<file path="src/sv/rlk_pkg.sv">
// ----------------------------------------------------------------------------
// rlk_pkg
// shared types and codes for the ipv4 route lookup core
// ----------------------------------------------------------------------------
package rlk_pkg;

    localparam int ROUTES_DEF = 16;
    localparam int IFACES_DEF = 16;

    // result status codes
    localparam logic [1:0] ST_ROUTED  = 2'd0;
    localparam logic [1:0] ST_NOROUTE = 2'd1;
    localparam logic [1:0] ST_WRITTEN = 2'd2;

    // request kinds
    localparam logic REQ_LOOKUP = 1'b0;
    localparam logic REQ_WRITE  = 1'b1;

    // configuration register indexes
    localparam logic [1:0] CFG_ROUTE_COUNT = 2'd0;
    localparam logic [1:0] CFG_GW_PRESENT  = 2'd1;
    localparam logic [1:0] CFG_GW_IFACE    = 2'd2;

    // lookup token passed from cell to cell
    typedef struct packed {
        logic [31:0] dest;
        logic        hit;
        logic        found;
        logic [3:0]  iface;
        logic        ext;
    } tok_t;

    // configuration seen by every cell
    typedef struct packed {
        logic [4:0] route_count;
        logic       gw_present;
        logic [3:0] gw_iface;
    } cfg_t;

    // entry write broadcast to the cells
    typedef struct packed {
        logic        en;
        logic [3:0]  index;
        logic [31:0] mask;
        logic [31:0] value;
        logic [5:0]  prefix;
        logic [3:0]  iface;
    } wr_t;

    typedef struct packed {
        logic [1:0] status;
        logic [3:0] iface;
        logic       ext;
    } res_t;

endpackage

</file>
<file path="src/sv/rlk_cell.sv">
// ----------------------------------------------------------------------------
// rlk_cell
// one route table entry plus its compare stage in the lookup chain
// ----------------------------------------------------------------------------
module rlk_cell #(
    parameter int IDX = 0
) (
    input  logic          clk,
    input  logic          rst_n,
    input  logic          in_valid,
    input  rlk_pkg::tok_t in_tok,
    input  rlk_pkg::cfg_t cfg,
    input  rlk_pkg::wr_t  wr,
    output logic          out_valid,
    output rlk_pkg::tok_t out_tok
);

    logic [31:0]   mask_reg;
    logic [31:0]   value_reg;
    logic [5:0]    prefix_reg;
    logic [3:0]    iface_reg;
    logic          valid_reg;
    rlk_pkg::tok_t tok_reg;
    rlk_pkg::tok_t tok_next;
    logic          active;
    logic          match;

    // entry storage, loaded by a write item addressed to this slot
    always_ff @(posedge clk)
    begin
        if (wr.en && (9'(wr.index) == 9'(IDX)))
        begin
            mask_reg   <= wr.mask;
            value_reg  <= wr.value;
            prefix_reg <= wr.prefix;
            iface_reg  <= wr.iface;
        end
    end

    assign active = 9'(cfg.route_count) > 9'(IDX);
    assign match  = active && !in_tok.hit && ((in_tok.dest & mask_reg) == value_reg);

    always_comb
    begin
        tok_next = in_tok;
        if (match)
        begin
            tok_next.hit = 1'b1;
            if (prefix_reg != 6'd0)
            begin
                tok_next.found = 1'b1;
                tok_next.iface = iface_reg;
                tok_next.ext   = 1'b0;
            end
            else if (cfg.gw_present)
            begin
                tok_next.found = 1'b1;
                tok_next.iface = cfg.gw_iface;
                tok_next.ext   = 1'b1;
            end
            else
            begin
                // default route without gateway ends the scan unrouted
                tok_next.found = 1'b0;
            end
        end
    end

    always_ff @(posedge clk or negedge rst_n)
    begin
        if (!rst_n)
            valid_reg <= 1'b0;
        else
            valid_reg <= in_valid;
    end

    always_ff @(posedge clk)
    begin
        tok_reg <= tok_next;
    end

    assign out_valid = valid_reg;
    assign out_tok   = tok_reg;

endmodule

</file>
<file path="src/sv/ipv4_route_lookup_core.sv">
// ----------------------------------------------------------------------------
// ipv4_route_lookup_core
// route table lookup built as a chain of entry cells
// ----------------------------------------------------------------------------
// A lookup item walks down a row of ROUTES cells, one cell per cycle. Its
// result is pushed toward the output as the token leaves the last cell, and
// the next item can be taken once busy clears after that push. A lookup thus
// holds the input while its token walks the whole cell chain. A write item
// loads its table slot at acceptance, answers from a registered pending flag
// and holds the input until that answer is pushed. One item is in flight at
// a time. A finished result waits in the output register while the next item
// is taken, and a second waiting result stalls the input until the first one
// is taken. Table entries hold no reset value and must be written before a
// lookup scans them.
module ipv4_route_lookup_core #(
    parameter int ROUTES = rlk_pkg::ROUTES_DEF,
    parameter int IFACES = rlk_pkg::IFACES_DEF
) (
    input  logic         clk,
    input  logic         rst_n,
    input  logic         s_tvalid,
    output logic         s_tready,
    // dest_addr, entry_index, entry_mask, entry_value, entry_prefix,
    // entry_iface, zero pad
    input  logic [111:0] s_tdata,
    // req_type
    input  logic         s_tuser,
    output logic         m_tvalid,
    input  logic         m_tready,
    // out_iface, via_gw, zero pad
    output logic [7:0]   m_tdata,
    // status
    output logic [1:0]   m_tuser,
    input  logic         cfg_valid,
    output logic         cfg_ready,
    input  logic [1:0]   cfg_index,
    input  logic [4:0]   cfg_data
);

    rlk_pkg::cfg_t cfg_reg;
    rlk_pkg::wr_t  wr;
    rlk_pkg::res_t res;
    rlk_pkg::res_t out_reg;
    rlk_pkg::res_t skid_reg;
    rlk_pkg::tok_t chain_tok [ROUTES+1];
    logic [ROUTES:0] chain_valid;

    logic s_fire;
    logic out_pop;
    logic res_push;
    logic busy_reg, busy_next;
    logic wr_pend_reg;
    logic out_valid_reg, out_valid_next;
    logic skid_valid_reg, skid_valid_next;
    logic iface_ok;

    assign cfg_ready = 1'b1;

    always_ff @(posedge clk or negedge rst_n)
    begin
        if (!rst_n)
            cfg_reg <= '0;
        else if (cfg_valid)
        begin
            case (cfg_index)
                rlk_pkg::CFG_ROUTE_COUNT: cfg_reg.route_count <= cfg_data;
                rlk_pkg::CFG_GW_PRESENT:  cfg_reg.gw_present  <= cfg_data[0];
                rlk_pkg::CFG_GW_IFACE:    cfg_reg.gw_iface    <= cfg_data[3:0];
                default: ;
            endcase
        end
    end

    assign s_tready = !busy_reg && !skid_valid_reg;
    assign s_fire   = s_tvalid && s_tready;
    assign out_pop  = out_valid_reg && m_tready;

    assign wr.en     = s_fire && (s_tuser == rlk_pkg::REQ_WRITE);
    assign wr.index  = s_tdata[35:32];
    assign wr.mask   = s_tdata[67:36];
    assign wr.value  = s_tdata[99:68];
    assign wr.prefix = s_tdata[105:100];
    assign wr.iface  = s_tdata[109:106];

    // token enters the first cell with nothing matched yet
    assign chain_valid[0]     = s_fire && (s_tuser == rlk_pkg::REQ_LOOKUP);
    assign chain_tok[0].dest  = s_tdata[31:0];
    assign chain_tok[0].hit   = 1'b0;
    assign chain_tok[0].found = 1'b0;
    assign chain_tok[0].iface = 4'd0;
    assign chain_tok[0].ext   = 1'b0;

    for (genvar g = 0; g < ROUTES; g++)
    begin : g_cell
        rlk_cell #(
            .IDX (g)
        ) u_cell (
            .clk       (clk),
            .rst_n     (rst_n),
            .in_valid  (chain_valid[g]),
            .in_tok    (chain_tok[g]),
            .cfg       (cfg_reg),
            .wr        (wr),
            .out_valid (chain_valid[g+1]),
            .out_tok   (chain_tok[g+1])
        );
    end

    assign iface_ok = 9'(chain_tok[ROUTES].iface) < 9'(IFACES);
    assign res_push = chain_valid[ROUTES] || wr_pend_reg;

    always_comb
    begin
        if (wr_pend_reg)
        begin
            res.status = rlk_pkg::ST_WRITTEN;
            res.iface  = 4'd0;
            res.ext    = 1'b0;
        end
        else if (chain_tok[ROUTES].found && iface_ok)
        begin
            res.status = rlk_pkg::ST_ROUTED;
            res.iface  = chain_tok[ROUTES].iface;
            res.ext    = chain_tok[ROUTES].ext;
        end
        else
        begin
            res.status = rlk_pkg::ST_NOROUTE;
            res.iface  = 4'd0;
            res.ext    = 1'b0;
        end
    end

    always_comb
    begin
        busy_next = busy_reg;
        if (s_fire)
            busy_next = 1'b1;
        else if (res_push)
            busy_next = 1'b0;
    end

    always_comb
    begin
        out_valid_next  = out_valid_reg;
        skid_valid_next = skid_valid_reg;
        if (out_pop || !out_valid_reg)
        begin
            if (skid_valid_reg)
            begin
                out_valid_next  = 1'b1;
                skid_valid_next = res_push;
            end
            else
                out_valid_next = res_push;
        end
        else if (res_push)
            skid_valid_next = 1'b1;
    end

    always_ff @(posedge clk or negedge rst_n)
    begin
        if (!rst_n)
        begin
            busy_reg       <= 1'b0;
            wr_pend_reg    <= 1'b0;
            out_valid_reg  <= 1'b0;
            skid_valid_reg <= 1'b0;
        end
        else
        begin
            busy_reg       <= busy_next;
            wr_pend_reg    <= wr.en;
            out_valid_reg  <= out_valid_next;
            skid_valid_reg <= skid_valid_next;
        end
    end

    always_ff @(posedge clk)
    begin
        if (out_pop || !out_valid_reg)
        begin
            if (skid_valid_reg)
            begin
                out_reg <= skid_reg;
                if (res_push)
                    skid_reg <= res;
            end
            else if (res_push)
                out_reg <= res;
        end
        else if (res_push)
            skid_reg <= res;
    end

    assign m_tvalid = out_valid_reg;
    assign m_tuser  = out_reg.status;
    assign m_tdata  = {3'd0, out_reg.ext, out_reg.iface};

    // skid stage only fills behind a held output
    a_skid_behind_out: assert property (@(posedge clk) disable iff (!rst_n)
        skid_valid_reg |-> out_valid_reg)
        else $error("skid holds a result while output is empty");

    // a result appears only for an item in flight
    a_push_busy: assert property (@(posedge clk) disable iff (!rst_n)
        res_push |-> busy_reg)
        else $error("result produced with no item in flight");

    // a write item answers in the next cycle
    a_write_answer: assert property (@(posedge clk) disable iff (!rst_n)
        wr.en |=> res_push)
        else $error("write item gave no result");

    // the chain never carries a token while a write answer is pending
    a_single_item: assert property (@(posedge clk) disable iff (!rst_n)
        !(wr_pend_reg && chain_valid[ROUTES]))
        else $error("two results collide");

endmodule

</file>
<file path="config.mk">
export PLATFORM = sky130hd
export DESIGN_NAME = ipv4_route_lookup_core
export DESIGN_NICKNAME = d
export VERILOG_FILES = /design/src/sv/rlk_pkg.sv /design/src/sv/rlk_cell.sv /design/src/sv/ipv4_route_lookup_core.sv
export SDC_FILE = /design/constraint.sdc
export NUM_CORES = 2
export LEC_CHECK = 0
export BUFFER_PORTS_ARGS = -buffer_cell sky130_fd_sc_hd__buf_2
export CORE_MARGIN = 1.5
export CORE_UTILIZATION = 25
export CTS_BUF_LIST = sky130_fd_sc_hd__clkbuf_2
export CTS_CLUSTER_DIAMETER = 60
export CTS_CLUSTER_SIZE = 14
export DETAILED_ROUTE_END_ITERATION = 16
export SYNTH_ARGS = -nofsm -noshare
export SYNTH_HDL_FRONTEND = slang
export SYNTH_SLANG_ARGS = --single-unit
</file>
<file path="constraint.sdc">
create_clock -name clk -period 6.6 [get_ports clk]
set_clock_uncertainty 0.1 [all_clocks]
set_input_delay 0.66 -clock clk [delete_from_list [all_inputs] [get_ports clk]]
set_output_delay 0.66 -clock clk [all_outputs]
set_load 0.02 [all_outputs]
</file>
==> run summary <==
The run finished, with violations left. The checks that failed: DRC. The end-of-flow core utilization came out at 29.3%.

The mean instance size in the synthesized netlist is approximately 17 sq um. The slowest stage of the critical path belongs to the cell dlygate4sd3_1. STA classifies the critical path endpoint as a register. The distinct cell type count of the synthesized netlist came out at 58. On the worst path, the slowest cell contributes a delay of 0.86 ns.

The endpoint of the worst-slack reg-to-reg timing path is g_cell[14].u_cell.mask_reg[27]. The synthesized-area fraction occupied by xor and xnor cells came out at about 4%. The height of the die is 493 um.

The synthesized design spends more area on one cell type than any other, namely edfxtp_1. The critical path class is register to register. Timing would allow up to 0.235 GHz. The initial antenna violation count came out at 40. The count of TritonRoute iterations in the first routing pass is 11. The data arrival time of the critical path came out at 5.44 ns. The leakage power figure is about 25 nW.

The worst-case setup slack after placement is 2.92 ns. The final instance count without filler cells is roughly 7,500. The cell with the most instances after synthesis is edfxtp_1. In this run the biggest area consumer among cell types represents between 60% and 70% of the synthesized area. In this run the worst setup path terminates at g_cell[14].u_cell.mask_reg[27]. The worst path meets setup with 2.35 ns of slack. The number of instances in the synthesized netlist came out at 3,566. The transition time at the pin with the least slew margin is 1.27 ns. The number of nets with antenna violations after detailed routing is 0. The power density normalized to cell area came out at between 200 and 300 nW/um^2. The most used flip-flop cell after synthesis is edfxtp_1. The clock tree buffer depth came out at 3. The compound-gate portion of the synthesized area is 5.58%. STA puts the critical path data required time at 7.79 ns. Detailed placement ended at an HPWL of 107 mm. In this run the worst setup path begins at skid_valid_reg.

By area, the combinational part of the netlist is dominated by simple AND/OR/NAND/NOR gates. The clock slew seen by the registers of the worst setup and hold paths is 0.25 ns. The final net count came out at 4,286. Summing the areas of all fa, ha and maj instances in the mapped netlist gives 0% of the synthesized area. In the synthesized netlist, mux cells make up 1.55% of the area. During synthesis, Yosys emitted a total of 0 warnings. The worst setup path is launched from a register. The starting density of the core is between 20% and 30%. The die outline area came out at ~240,000 sq um. The placeable core area came out at 238,000 sq um. The routed design has 159 mm of wire.

The DRC violation total after the first TritonRoute iteration came out at around 3,300. The count of flip-flops with a built-in enable after synthesis came out at 1,198. The max-slew violation count came out at 0. The classification of the worst-slack hold path is input port to register.

The depth of the CTS H-tree is 4. The setup violation total in the final timing report is 0. The placed instances occupy a cell area of ~65,000 sq um. The worst hold slack is 0.173 ns.

After detailed routing, the average wire length per cell comes to 21.3 um. The via count of the first global-routing pass came out at 31,600. In this run the critical register-to-register path is launched from skid_valid_reg. After routing, the total negative slack on setup checks comes to 0 ns. The share of layout cells above drive strength 1 came out at 12.3%.

The time the worst path needs with I/O delays and setup is roughly 4.3 ns. The number of storage elements in the synthesis netlist is approximately 1,800. Gates resized during post-CTS repair numbered 0.

The die outline width came out at 493 um. The post-placement cell count is 6,858. The number of buffers inserted during clock tree synthesis came out at around 150.

The netlist area before placement is between 50,000 and 60,000 sq um. The layout overhead on the synthesized area came out at 16.4%. The congestion estimate from routability-driven global placement came to 0.803. The later pin in the worst-skew pair is clocked with a latency of 1.69 ns.

In this run the tightest slew margin relative to its limit is ~15%. Sorting the synthesized cells by area gives the leading types as edfxtp_1, dfxtp_1, xor2_1. The portion of the post-synthesis area used by sequential elements came out at 81.1%. The overall track demand over capacity in global routing came out at 12.8%. The floorplan row count is ~180. The clock root buffer is clkbuf_2. Of the available clock period, the critical path in the final layout requires 64.4%.

The startpoint identified for the worst hold timing path is s_tdata[20]. After detailed routing, the number of vias per cell comes to 4.33. The area share of and/or/nand/nor cells after synthesis is under 10%. The total number of vias is about 32,000.

The power consumption is 17.8 mW. The proportion of register bits with asynchronous set or reset after synthesis came out at 1.65%. The residual DRC count is 12. The worst reg2reg path depth is 6.

The number of hold-slack violations in the final timing report is 0. The number of input and output port buffers inserted came out at ~130. The CTS tree is built.

The number of flip-flops under the largest register name is 591. The final design instance area without fill is 69,700 sq um. Traced cell by cell, the critical path runs through nor2_1 > and3_1 > nand3b_1 > dlygate4sd3_1 > nor2_4 > buf_4. The critical path runs through a total of 6 cells.

After global routing the overflow that remains totals 0. The tool flagged a number of max-cap violations equal to 0. The clock drives 1,819 sinks.

The largest net degree at the start of global routing came out at 75. 138 I/O pins were placed. The maximum net fanout on the critical path is 28. The first global-routing pass estimated 223 mm of wire.

The number of buffer and inverter stages on the critical path came out at 2. The worst voltage drop across the vdd grid is roughly 0.19 mV. By count the netlist is led by edfxtp_1, dfxtp_1, nand2_1.

Setup repair after global routing left no endpoint under its margin. The register-to-register setup slack came out at 2.35 ns. The family with the most delay on the worst path is simple AND/OR/NAND/NOR gates.
layer usage:
metal  global-route usage, %  part of all wire [%]  vias to the layer above
li1                        -                     -                    14600
met1                    18.2                    45                    16200
met2                    20.4                    46                     1225
met3                    1.81                   7.4                      188
met4                    3.35                   1.9                        2
met5                       0                0.0088                        -
worst min-delay path by stage:
stage	to	slack [ns]	depth (start not counted)
after floorplan	g_cell[10].u_cell.out_tok[10]	0.23	0
after global placement	g_cell[15].u_cell.out_valid	0.23	0
after detailed placement	g_cell[6].u_cell.out_tok[26]	0.24	0
after CTS	g_cell[0].u_cell.out_tok[27]	0.002	3
after global routing	g_cell[0].u_cell.out_tok[27]	0.06	3
final	g_cell[0].u_cell.out_tok[27]	0.17	3
tightest hold or removal path, cell delays in order:
cell,delay [ns]
dlygate4sd3_1,0.54
buf_2,0.12
dlygate4sd3_1,0.53
cell usage in the layout, fill, tap and decap left out, drive strengths merged, types with 26 or more instances in the layout:
master       instances
a211oi              54
a21boi              56
a21o                61
a21oi              184
and3               128
and3b               59
buf                189
clkbuf             254
dfrtp               30
dfxtp              591
dlygate4sd3        285
edfxtp            1198
mux2                26
mux2i               63
nand2              310
nand3               77
nand4               87
nor2                54
nor3                29
nor4                37
o22a                55
xnor2               51
xor2               223
layout make-up:
class | count | area, sq um
Fill cell | 23600 | 168000
Sequential cell | 1819 | 48600
Multi-Input combinational cell | 1698 | 11300
Timing Repair Buffer | 474 | 4370
Tap cell | 3167 | 3960
Clock buffer | 254 | 1270
Clock inverter | 12 | 180
Inverter | 19 | 71.3
Antenna cell | 17 | 42.5
what timing repair did:
item	CTS	global route
hold buffers	319	0
setup endpoints to repair	0	0
setup buffers	0	0
hold endpoints to repair	2142	0
report_power, final:
part / leakage [nW] / switching [mW] / internal, mW / total, mW
clock network: 1.15 / 3.43 / 1.15 / 4.58
logic: 7.47 / 0.524 / 0.268 / 0.792
registers: 16.1 / 0.146 / 12.3 / 12.4
kinds of logic (layout without fill, tap and decap cells):
group	Yosys count	in the layout
buffers and inverters	51	759
AOI/OAI and AO/OA	495	495
other	2	21
muxes	89	89
DFF	1819	1819
xor gates and xnor gates	274	274
and+or+nand+nor	836	836
No activity file was read; power rests on OpenSTA's default activity.
